File: src/rtl/spectral_peak_parabolic_interp_assert.svh
// Assertion macros used by the snapshot queue of the peak interpolator RTL.
`ifndef SPECTRAL_PEAK_PARABOLIC_INTERP_ASSERT_SVH
`define SPECTRAL_PEAK_PARABOLIC_INTERP_ASSERT_SVH

// Same-cycle implication, checked outside reset.
`define SPI_ASSERT_IMP(lbl, ante, cons, msg) \
    lbl: assert property (@(posedge i_clk) disable iff (!i_rst_n) (ante) |-> (cons)) \
        else $error(msg);

// Next-cycle implication, checked outside reset.
`define SPI_ASSERT_NXT(lbl, ante, cons, msg) \
    lbl: assert property (@(posedge i_clk) disable iff (!i_rst_n) (ante) |=> (cons)) \
        else $error(msg);

`endif

File: src/rtl/spi_pkg.sv
// Shared types, constants and constant tables of the peak interpolator.
package spi_pkg;

    localparam int MAX_POINTS = 4096;
    localparam logic [11:0] IDX_LAST = 12'(MAX_POINTS - 1);

    localparam logic signed [19:0] DB_MIN = 20'sh80000;
    localparam logic signed [19:0] DB_MAX = 20'sh7FFFF;
    localparam logic signed [27:0] DB_K = 28'sd101008905;
    localparam logic signed [31:0] LOG_OFS = 32'sd402653184;
    localparam logic [23:0] FREQ_MAX = 24'hFFFFFF;
    localparam logic [21:0] OFF_MAX = 22'h200000;

    typedef struct packed {
        logic [31:0] best_mag;
        logic [23:0] best_freq;
        logic [11:0] best_pos;
        logic [31:0] before_mag;
        logic [23:0] before_freq;
        logic [31:0] after_mag;
        logic [23:0] after_freq;
        logic        fit;
    } t_snap;

    typedef struct packed {
        logic        start;
        logic        frac24;
        logic [31:0] x;
    } t_log_req;

    typedef struct packed {
        logic         start;
        logic         div;
        logic [127:0] a;
        logic [63:0]  b;
    } t_mdu_req;

    typedef logic [11:0][31:0] t_exp_tab;

    function automatic logic [63:0] isqrt64(input logic [63:0] v);
        logic [63:0] rem;
        logic [63:0] r;
        logic [63:0] bitv;
        int i;
        rem = v;
        r = '0;
        bitv = 64'h4000_0000_0000_0000;
        for (i = 0; i < 32; i++) begin
            if (rem >= r + bitv) begin
                rem = rem - (r + bitv);
                r = (r >> 1) + bitv;
            end else begin
                r = r >> 1;
            end
            bitv = bitv >> 2;
        end
        return r;
    endfunction

    // Factors 2^(2^-i) in Q30, i = 1..12.
    function automatic t_exp_tab exp_table();
        t_exp_tab t;
        logic [63:0] s;
        int i;
        s = isqrt64(64'h2000_0000_0000_0000);
        for (i = 0; i < 12; i++) begin
            t[i] = s[31:0];
            s = isqrt64(s << 30);
        end
        return t;
    endfunction

    localparam t_exp_tab EXP_S = exp_table();

endpackage

File: src/rtl/spi_fifo.sv
// Two-entry queue of burst snapshots between front and back end.
`include "spectral_peak_parabolic_interp_assert.svh"

module spi_fifo (
    input  logic           i_clk,
    input  logic           i_rst_n,
    input  logic           i_push,
    input  spi_pkg::t_snap i_data,
    input  logic           i_pop,
    output spi_pkg::t_snap o_data,
    output logic           o_full,
    output logic           o_empty
);

    spi_pkg::t_snap r_mem [2];
    logic           r_wp, r_rp;
    logic [1:0]     r_count;

    assign o_data  = r_mem[r_rp];
    assign o_full  = r_count == 2'd2;
    assign o_empty = r_count == 2'd0;

    always_ff @(posedge i_clk) begin
        if (i_push) begin
            r_mem[r_wp] <= i_data;
        end
    end

    always_ff @(posedge i_clk) begin
        if (!i_rst_n) begin
            r_wp    <= 1'b0;
            r_rp    <= 1'b0;
            r_count <= 2'd0;
        end else begin
            if (i_push) begin
                r_wp <= !r_wp;
            end
            if (i_pop) begin
                r_rp <= !r_rp;
            end
            if (i_push && !i_pop) begin
                r_count <= r_count + 2'd1;
            end else if (i_pop && !i_push) begin
                r_count <= r_count - 2'd1;
            end
        end
    end

    `SPI_ASSERT_IMP(a_push_not_full, i_push, !o_full, "push into full queue")
    `SPI_ASSERT_IMP(a_pop_not_empty, i_pop, !o_empty, "pop from empty queue")
    `SPI_ASSERT_NXT(a_push_fills, i_push && !i_pop, !o_empty, "pushed item lost")
    `SPI_ASSERT_IMP(a_count_range, 1'b1, r_count != 2'd3, "queue count out of range")

endmodule

File: config.mk
export PLATFORM = sky130hd
export DESIGN_NAME = spi_fifo
export DESIGN_NICKNAME = d
export VERILOG_FILES = /design/src/rtl/spi_pkg.sv /design/src/rtl/spi_fifo.sv
export VERILOG_INCLUDE_DIRS = /design/src /design/src/rtl
export SDC_FILE = /design/constraint.sdc
export NUM_CORES = 1
export LEC_CHECK = 0
export ABC_AREA = 1
export ABC_CLOCK_PERIOD_IN_PS = 13100
export BUFFER_PORTS_ARGS = -buffer_cell sky130_fd_sc_hd__buf_2
export CORE_MARGIN = 2
export CORE_UTILIZATION = 30
export DETAILED_ROUTE_END_ITERATION = 8
export PLACE_DENSITY = 0.59
export SYNTH_ARGS = -nofsm -noshare
export SYNTH_HDL_FRONTEND = slang
export SYNTH_SLANG_ARGS = --single-unit
File: constraint.sdc
create_clock -name i_clk -period 13.1 [get_ports i_clk]
set_clock_uncertainty 0.05 [all_clocks]
set_input_delay 3.93 -clock i_clk [delete_from_list [all_inputs] [get_ports i_clk]]
set_output_delay 3.93 -clock i_clk [all_outputs]
set_load 0.02 [all_outputs]
==> results.yml <==
outcome:
  outcome: "completed"
sta:
  setup_slack_ns: 5.97
  setup_tns_ns: 0
  slew_violations: 0
  fmax_ghz: 0.140
  rsz0062_at_grt: "false"
  hold_viol: 0
  fin_crit_ns: 7.13
  setup_viol: 0
  tightest_slew_ns: 1.12
  slew_headroom: 0.253
  timing.final.crit_share: 0.544
detailed_routing:
  drt_iter0_markers: 295
  wl_per_cell_um: 17.7
  ant_nets: 0
  avgViaCountPerCell: 4.21
  vias: 6826
  totalWireLength_mm: 28.7
  drcViolationCount: 0
  drt-pass1-iter-count: 4
grt:
  grt.total_usage: 0.117
  grt_max_degree: 114
  grt_pass1_wl_mm: 41.9
  first_global_vias: 7252
  antenna_found_initial: 6
  grt.overflow.total: 0
synth:
  async_reset_ff_frac: 0
  synthCells: 598
  ys_ff_latch: 367
  synth_edf_count: 362
  syn-cell-area_um2: 13600
  yosys_warnings: 0
  synth_cell_types: 14
  avgSynthCellArea_um2: 22.8
  synth.area.top_cells: "edfxtp_1 (80%), mux2_4 (9.9%), mux2_2 (7.5%)"
  synth_top_cell_by_area: "edfxtp_1"
  syn-num-nets: 784
  synth.most_common_cell: "edfxtp_1"
  synth_common_cells: "edfxtp_1 (362), mux2_2 (91), mux2_4 (90)"
  synthFlopType: "edfxtp_1"
  ys_seq_area_frac: 0.804
  synthDominantCellAreaShare: 0.797
clocking:
  cts_root_buf: "clkbuf_16"
  numCtsBuffers: 40
  cts_sinks: 367
  postCtsSetupRepairBufs: 0
  max-clock-path-buffers: 3
  htree_levels: 2
  cts_hold_buf: 0
  clk_latency_ns: 0.53
  post_cts_resized: 0
  cts_tree: "yes"
  clkTransAtPathRegs_ns: 0.06
placed_design:
  dpl_worst_slack_ns: 6.46
  port_buffers: 367
  placed_cells: 1551
  routabilityCongestion: 0.730
  place_hpwl_mm: 18.8
worst_hold_path:
  hp-class: "reg2reg"
power:
  power.leakage_nw: 6.62
  p_per_area_nw_per_um2: 158
  peakVddDrop_uv: 116
floorplanning:
  die_height_um: 217
  dieArea_um2: 47200
  ios: 368
  die_w_um: 217
  rows: 78
  coreArea_um2: 45100
  start_util: 0.303
finish:
  finalNonFillerCells: 1622
  nets: 1179
  area_growth_pct: 27.3
  drive_gt1_frac: 0.594
  fill_cells: 4203
  final_util: 0.385
worst_setup_path:
  worst_setup_path_start_kind: "flip-flop"
  cp_cell_sequence: "buf_4, mux2_4, buf_2"
  crit_type: "reg2out"
  required_ns: 9.12
  crit_path_end_kind: "output port"
  critPathMaxStageDelay_ns: 1.00
  arrival_ns: 3.15
  crit_family: "buffers and inverters"
  critPathBufInv: 2
  slowest_stage: "dfxtp_4"
  cp_max_fo: 69
run:
  maxCapViolations: 0
==> where the power goes <==
part	leakage [nW]	internal, mW	total, mW	switching, mW
registers	3.44	1.36	1.38	0.0213
logic	2.59	0.121	0.284	0.163
clock network	0.590	0.639	1.07	0.430
==> area by class of cell <==
cell class	instances	area (um^2)	area share
diodes	1	2.50	0.000144
clock buffers	57	1100	0.0631
clock inverters	13	138	0.00793
inverters	8	37.5	0.00216
multi-input cells	203	2480	0.143
flip-flops and latches	367	11000	0.632
well taps	600	751	0.0432
repair buffers	373	1880	0.108
==> routing by layer <==
metal  GRT usage  share of wire  wire [um]  vias up
li1            -              -          -     3161
met1       0.132           0.39      11200     3333
met2       0.195           0.48      13800      257
met3      0.0505          0.094       2690       63
met4      0.0505          0.030        854       12
met5           0         0.0029         84        -
==> worst register-to-register path: stages (launching register included) <==
cell	delay, ns
dfxtp_1	0.39
nand2_1	0.17
inv_8	0.61
buf_4	0.92
==> registers in the layout, summed over array words and instances, names as in the netlist, named ones only <==
register / count
r_mem: 362
r_count: 2
r_rp: 1
r_wp: 1
==> cells by family (layout without fill, tap and decap cells) <==
kind of cell	count (synthesis)	count (layout)	share of synthesized area
DFF	367	367	0.804
adders and majority gates	1	1	0.000917
other	0	1	0
and+or+nand+nor	19	19	0.00550
AOI/OAI and AO/OA	2	2	0.000733
muxes	181	181	0.174
buffers and inverters	28	451	0.0146
==> final timing paths <==
path	endpoint	startpoint	cells after the start	slack, ns
max	o_data[163]	flip-flop	3	5.97
min	flip-flop	r_rp	2	0.46
max reg2reg	r_mem[1][85]	r_wp	3	10.52
min reg2reg	flip-flop	r_rp	2	0.46
==> placed cells by master (no fill, tap or decap) <==
cell type,n
a21oi_1,1
buf_2,367
buf_4,6
bufinv_16,3
clkbuf_1,15
clkbuf_16,41
clkbuf_8,1
clkinv_1,6
clkinv_2,2
clkinvlp_4,2
dfxtp_1,4
dfxtp_4,1
diode_2,1
edfxtp_1,362
ha_1,1
inv_1,7
inv_8,1
mux2_2,91
mux2_4,90
nand2_1,8
nand3_1,1
nand4_1,1
nor2_1,8
nor2_4,1
o21ai_0,1
==> stage by stage <==
stage | hold WS [ns] | cell area, um^2 | power [mW]
final | 0.460 | 17400 | 2.74
after global routing | 0.497 | 17400 | 2.85
after CTS | 0.466 | 17400 | 2.78
after detailed placement | 0.443 | 16100 | 1.70
after global placement | 0.429 | 16100 | 1.69
after floorplan | 0.413 | 13600 | 1.60
Note: power is estimated with default switching activity, not from simulation.
