--- src/rtl/spectral_peak_parabolic_interp_assert.svh ---
// Assertion macros used by the snapshot queue of the peak interpolator RTL.
`ifndef SPECTRAL_PEAK_PARABOLIC_INTERP_ASSERT_SVH
`define SPECTRAL_PEAK_PARABOLIC_INTERP_ASSERT_SVH

// Same-cycle implication, checked outside reset.
`define SPI_ASSERT_IMP(lbl, ante, cons, msg) \
    lbl: assert property (@(posedge i_clk) disable iff (!i_rst_n) (ante) |-> (cons)) \
        else $error(msg);

// Next-cycle implication, checked outside reset.
`define SPI_ASSERT_NXT(lbl, ante, cons, msg) \
    lbl: assert property (@(posedge i_clk) disable iff (!i_rst_n) (ante) |=> (cons)) \
        else $error(msg);

`endif

--- src/rtl/spi_pkg.sv ---
// Shared types, constants and constant tables of the peak interpolator.
package spi_pkg;

    localparam int MAX_POINTS = 4096;
    localparam logic [11:0] IDX_LAST = 12'(MAX_POINTS - 1);

    localparam logic signed [19:0] DB_MIN = 20'sh80000;
    localparam logic signed [19:0] DB_MAX = 20'sh7FFFF;
    localparam logic signed [27:0] DB_K = 28'sd101008905;
    localparam logic signed [31:0] LOG_OFS = 32'sd402653184;
    localparam logic [23:0] FREQ_MAX = 24'hFFFFFF;
    localparam logic [21:0] OFF_MAX = 22'h200000;

    typedef struct packed {
        logic [31:0] best_mag;
        logic [23:0] best_freq;
        logic [11:0] best_pos;
        logic [31:0] before_mag;
        logic [23:0] before_freq;
        logic [31:0] after_mag;
        logic [23:0] after_freq;
        logic        fit;
    } t_snap;

    typedef struct packed {
        logic        start;
        logic        frac24;
        logic [31:0] x;
    } t_log_req;

    typedef struct packed {
        logic         start;
        logic         div;
        logic [127:0] a;
        logic [63:0]  b;
    } t_mdu_req;

    typedef logic [11:0][31:0] t_exp_tab;

    function automatic logic [63:0] isqrt64(input logic [63:0] v);
        logic [63:0] rem;
        logic [63:0] r;
        logic [63:0] bitv;
        int i;
        rem = v;
        r = '0;
        bitv = 64'h4000_0000_0000_0000;
        for (i = 0; i < 32; i++) begin
            if (rem >= r + bitv) begin
                rem = rem - (r + bitv);
                r = (r >> 1) + bitv;
            end else begin
                r = r >> 1;
            end
            bitv = bitv >> 2;
        end
        return r;
    endfunction

    // Factors 2^(2^-i) in Q30, i = 1..12.
    function automatic t_exp_tab exp_table();
        t_exp_tab t;
        logic [63:0] s;
        int i;
        s = isqrt64(64'h2000_0000_0000_0000);
        for (i = 0; i < 12; i++) begin
            t[i] = s[31:0];
            s = isqrt64(s << 30);
        end
        return t;
    endfunction

    localparam t_exp_tab EXP_S = exp_table();

endpackage

--- src/rtl/spi_front.sv ---
// Front end: running peak search over the burst, snapshot on the last point.
module spi_front (
    input  logic                i_clk,
    input  logic                i_rst_n,
    input  logic                i_valid,
    input  logic [23:0]         i_freq,
    input  logic [31:0]         i_magnitude,
    input  logic                i_last_point,
    input  logic                i_full,
    output logic                o_stall,
    output logic                o_push,
    output spi_pkg::t_snap      o_snap
);

    logic [31:0] r_best_mag, r_before_mag, r_after_mag, r_prior_mag;
    logic [23:0] r_best_freq, r_before_freq, r_after_freq, r_prior_freq;
    logic [11:0] r_best_pos, r_count;
    logic        r_after_seen;

    logic [31:0] n_best_mag, n_before_mag, n_after_mag;
    logic [23:0] n_best_freq, n_before_freq, n_after_freq;
    logic [11:0] n_best_pos, n_count;
    logic        n_after_seen;
    logic        w_acc;

    assign w_acc   = i_valid && !i_full;
    assign o_stall = i_full;
    assign o_push  = w_acc && i_last_point;

    always_comb begin
        n_best_mag    = r_best_mag;
        n_best_freq   = r_best_freq;
        n_best_pos    = r_best_pos;
        n_before_mag  = r_before_mag;
        n_before_freq = r_before_freq;
        n_after_mag   = r_after_mag;
        n_after_freq  = r_after_freq;
        n_after_seen  = r_after_seen;
        if (r_count == '0 || i_magnitude > r_best_mag) begin
            n_before_mag  = r_prior_mag;
            n_before_freq = r_prior_freq;
            n_best_mag    = i_magnitude;
            n_best_freq   = i_freq;
            n_best_pos    = r_count;
            n_after_seen  = 1'b0;
        end else if (!r_after_seen) begin
            n_after_mag  = i_magnitude;
            n_after_freq = i_freq;
            n_after_seen = 1'b1;
        end
        n_count = (r_count < spi_pkg::IDX_LAST) ? r_count + 12'd1 : r_count;
    end

    always_comb begin
        o_snap.best_mag    = n_best_mag;
        o_snap.best_freq   = n_best_freq;
        o_snap.best_pos    = n_best_pos;
        o_snap.before_mag  = n_before_mag;
        o_snap.before_freq = n_before_freq;
        o_snap.after_mag   = n_after_mag;
        o_snap.after_freq  = n_after_freq;
        o_snap.fit         = (n_best_pos != '0) && n_after_seen;
    end

    always_ff @(posedge i_clk) begin
        if (!i_rst_n || o_push) begin
            r_best_mag    <= '0;
            r_best_freq   <= '0;
            r_best_pos    <= '0;
            r_before_mag  <= '0;
            r_before_freq <= '0;
            r_after_mag   <= '0;
            r_after_freq  <= '0;
            r_after_seen  <= 1'b0;
            r_prior_mag   <= '0;
            r_prior_freq  <= '0;
            r_count       <= '0;
        end else if (w_acc) begin
            r_best_mag    <= n_best_mag;
            r_best_freq   <= n_best_freq;
            r_best_pos    <= n_best_pos;
            r_before_mag  <= n_before_mag;
            r_before_freq <= n_before_freq;
            r_after_mag   <= n_after_mag;
            r_after_freq  <= n_after_freq;
            r_after_seen  <= n_after_seen;
            r_prior_mag   <= i_magnitude;
            r_prior_freq  <= i_freq;
            r_count       <= n_count;
        end
    end

endmodule

--- config.mk ---
export PLATFORM = sky130hd
export DESIGN_NAME = spi_front
export DESIGN_NICKNAME = d
export VERILOG_FILES = /design/src/rtl/spectral_peak_parabolic_interp_assert.svh /design/src/rtl/spi_pkg.sv /design/src/rtl/spi_front.sv
export SDC_FILE = /design/constraint.sdc
export NUM_CORES = 1
export LEC_CHECK = 0
export BUFFER_PORTS_ARGS = -buffer_cell sky130_fd_sc_hd__buf_2
export CAP_MARGIN = 20
export CORE_MARGIN = 10
export CORE_UTILIZATION = 40
export CTS_CLUSTER_DIAMETER = 30
export DETAILED_ROUTE_END_ITERATION = 16
export GPL_TIMING_DRIVEN = 0
export HOLD_SLACK_MARGIN = 0.08
export PLACE_DENSITY = 0.71
export SLEW_MARGIN = 20
export SYNTH_ARGS = -nofsm -noshare
export SYNTH_HDL_FRONTEND = slang
export SYNTH_SLANG_ARGS = --single-unit
--- constraint.sdc ---
create_clock -name i_clk -period 3 [get_ports i_clk]
set_input_delay 0.3 -clock i_clk [delete_from_list [all_inputs] [get_ports i_clk]]
set_output_delay 0.3 -clock i_clk [all_outputs]
set_load 0.02 [all_outputs]
==> metrics.cfg <==
[status]
outcome=complete, but fails checks
violations=setup timing

[route]
initialDrtViolationCount=792
ant_nets=0
drc=0
routed_via_density=5.32
vias=11800
post_drt_wl_per_cell_um=21.3
routed_wl_um=47300
first_pass_iters=5

[global_route]
grt_util_all_layers=0.224
antenna_found_initial=0
grt_pass1_wl_um=70100
grt_max_degree=15
grt_pass1_vias=12600
grt_overflow_total=0

[timing]
worst_pin_slew_ns=1.03
fmax_mhz=259
whs_ns=0.0922
fin_worst_skew_ns=0.0259
setup_viol=314
grt_setup_unrepaired=true
setup_ws_ns=-0.856
relSlewSlack=0.305
finalCritPeriodShare=1.29
slew_viol_final=0
hold_viol=0
fin_crit_ns=3.86

[layout]
syn2layout_area_growth_pct=54.5
nets=1870
n_fill_cell=2347
regArea_mm2=0.00501
layout-drive-gt1-share=0.368
finalInstanceArea_mm2=0.0192
multi_input_area_mm2=0.00756

[synth]
synth-edff-count=0
synth_area_leaders=dfxtp_1 40%, mux2i_1 14%, nand2_1 13%
syn_inst=1366
netlist.top_cell.by_area=dfxtp_1
syn_nets=1461
syn_area_per_cell_um2=9.11
synth_async_sr_flop_share=0
synth_seq_area_share=0.401
synth.cell_area_mm2=0.0124
synth_top_area_share=0.401
ys_seq_elements=249
synth.distinct_cells=42
ys_warn_count=0
synth_flop_cell=dfxtp_1

[cts]
clk_pin_slew_ns=0.05
clk_latency_ns=0.57
clkSinkCount=249
cts_buffers=54
cts_buffer_depth=3
cts_tree=done
cts_root_buf=clkbuf_16
htreeDepth=2

[worst_hold_path]
min_path_type=in -> reg

[pwr]
power_frac_comb=0.143
p_leak_uw=0.00806
intPower_uw=8850
clkPwrFrac=0.564
switchingPower_uw=3010
seq_power_share=0.293
power_density_mw_per_mm2=617
switching_share=0.254
ir_worst_vdd_v=0.000517

[worst_setup_path]
crit_path_end_kind=output port
crit_fanout=5
arrival_ns=3.56
critPathLaunchType=register
cpMostUsedCell=buf_12
crit_required_ns=2.70
worstSetupPathType=reg -> out
cpMaxStageDelayCell=nor4_4
critPathMaxStageDelay_ns=0.38
path_cells=inv_1 > ha_4 > nand4_1 > nor4_4 > buf_4 > and2_4 > a31oi_4 > nor3_4 > buf_8 > buf_12 > buf_12 > mux2_1 > buf_2

[floorplanning]
die_area_mm2=0.0386
core_area_mm2=0.0307
die_y_um=196
initial_utilization=0.406
rows=64
die_w_um=196
io-pin-count=244

[place]
dp.final_hpwl_um=29700
dpl_cell_area_mm2=0.0142
place_congestion=0.896
io_buffers=243

[flow_run]
drv_cap=0

sequential cells by signal (all words and copies together) (netlist names):
| signal | flops |
|---|---|
| r_before_mag | 32 |
| r_after_seen | 1 |
| r_prior_mag | 32 |
| r_count | 12 |
| r_after_freq | 24 |
| r_prior_freq | 24 |
| r_best_mag | 32 |
| r_before_freq | 24 |
| r_best_pos | 12 |
| r_after_mag | 32 |
| r_best_freq | 24 |
worst paths after layout:
check                         from          endpoint  slack, ns  cells after the start
setup / recovery     r_best_mag[9]       o_snap[104]      -0.86                     13
hold / removal     i_magnitude[28]   r_after_mag[28]       0.09                      3
setup reg to reg     r_best_mag[9]   r_best_freq[11]      -0.19                     15
hold reg to reg   r_before_freq[4]  r_before_freq[4]       0.45                      2
cell families (layout without fill, tap and decap cells):
kind of cell,after synthesis,count (layout),share of synthesized area
other,0,1,0
multiplexers,359,359,0.307
flip-flops,249,249,0.401
adder cells (fa/ha/maj),34,34,0.0342
buffers and inverters,138,591,0.0527
AO/OA/AOI/OAI,89,89,0.0412
XOR/XNOR,11,11,0.00774
AND/OR/NAND/NOR,486,486,0.157
layout by cell type (no fill, tap or decap), drive strengths merged, types with 2 or more instances in the layout:
cell type	n
nand2	424
buf	331
dfxtp	249
mux2i	180
mux2	179
clkbuf	132
a21oi	68
dlygate4sd3	57
inv	43
ha	34
nor2	17
bufinv	13
clkinv	13
nand4	12
nand3	9
nor4	9
xor2	6
xnor2	5
o21ai	5
nor3	5
and2	3
nor2b	3
o31ai	3
nand2b	2
a21o	2
clkinvlp	2
worst max-delay path: cells and delay by family (launching register included):
kind	cells	cell delay [ns]
simple gates	4	1.06
buf+inv	6	0.89
mux	1	0.37
flops	1	0.35
fa+ha+maj	1	0.27
compound gates	1	0.05
through the flow:
step | utilization | total power (µW) | worst slack (ns) | instances | setup TNS (ns)
final | 0.627 | 11900 | -0.856 | 2216 | -145.70
after global routing | 0.626 | 12200 | -0.907 | 2215 | -175.06
after CTS | 0.599 | 11700 | -0.754 | 2204 | -124.20
after detailed placement | 0.461 | 4730 | -1.41 | 2005 | -298.43
after global placement | 0.461 | 4710 | -1.49 | 2005 | -317.05
after floorplan | - | 4280 | 0.146 | 1366 | 0
layer usage:
| layer | global-route usage | up-vias | share of wire |
|---|---|---|---|
| li1 | - | 5456 | - |
| met1 | 0.263 | 5756 | 0.40 |
| met2 | 0.383 | 474 | 0.49 |
| met3 | 0.0596 | 96 | 0.071 |
| met4 | 0.0848 | 0 | 0.030 |
| met5 | 0 | - | 0 |
synth_stat cells, drive strengths merged, types with 2 or more instances:
library cell / count
nand2: 424
dfxtp: 249
mux2i: 180
mux2: 179
a21oi: 68
clkbuf: 59
buf: 42
inv: 37
ha: 34
nor2: 17
nand4: 12
nand3: 9
nor4: 9
xor2: 6
nor3: 5
o21ai: 5
xnor2: 5
and2: 3
nor2b: 3
o31ai: 3
a21o: 2
nand2b: 2
final cells by class:
type / count / share of cell area
antenna: 1 / 0.000130
buffer: 100 / 0.0423
clock buffer: 66 / 0.0779
clock inverter: 34 / 0.0292
inverter: 37 / 0.00723
multi-input combinational: 979 / 0.393
sequential: 249 / 0.261
tap: 396 / 0.0258
timing repair buffer: 354 / 0.163
power groups by stage:
stage,Combinational (µW),Clock (µW),Sequential [µW]
detailed placement,1210,0,3520
global placement,1190,0,3520
global route,1800,6900,3470
CTS,1530,6730,3460
finish,1700,6690,3470
floorplan,779,0,3500
repair_timing:
| item | 4_1_cts | 5_1_grt |
|---|---|---|
| setup buffers | 38 | 8 |
| resized for setup | 306 | 189 |
| gates cloned | 5 | 7 |
| endpoints found under the setup margin | 362 | 360 |
| hold buffers | 57 | 0 |
| pin swaps | 15 | 3 |
| endpoints found under the hold margin | 126 | 0 |
No activity file was read; power rests on OpenSTA's default activity.
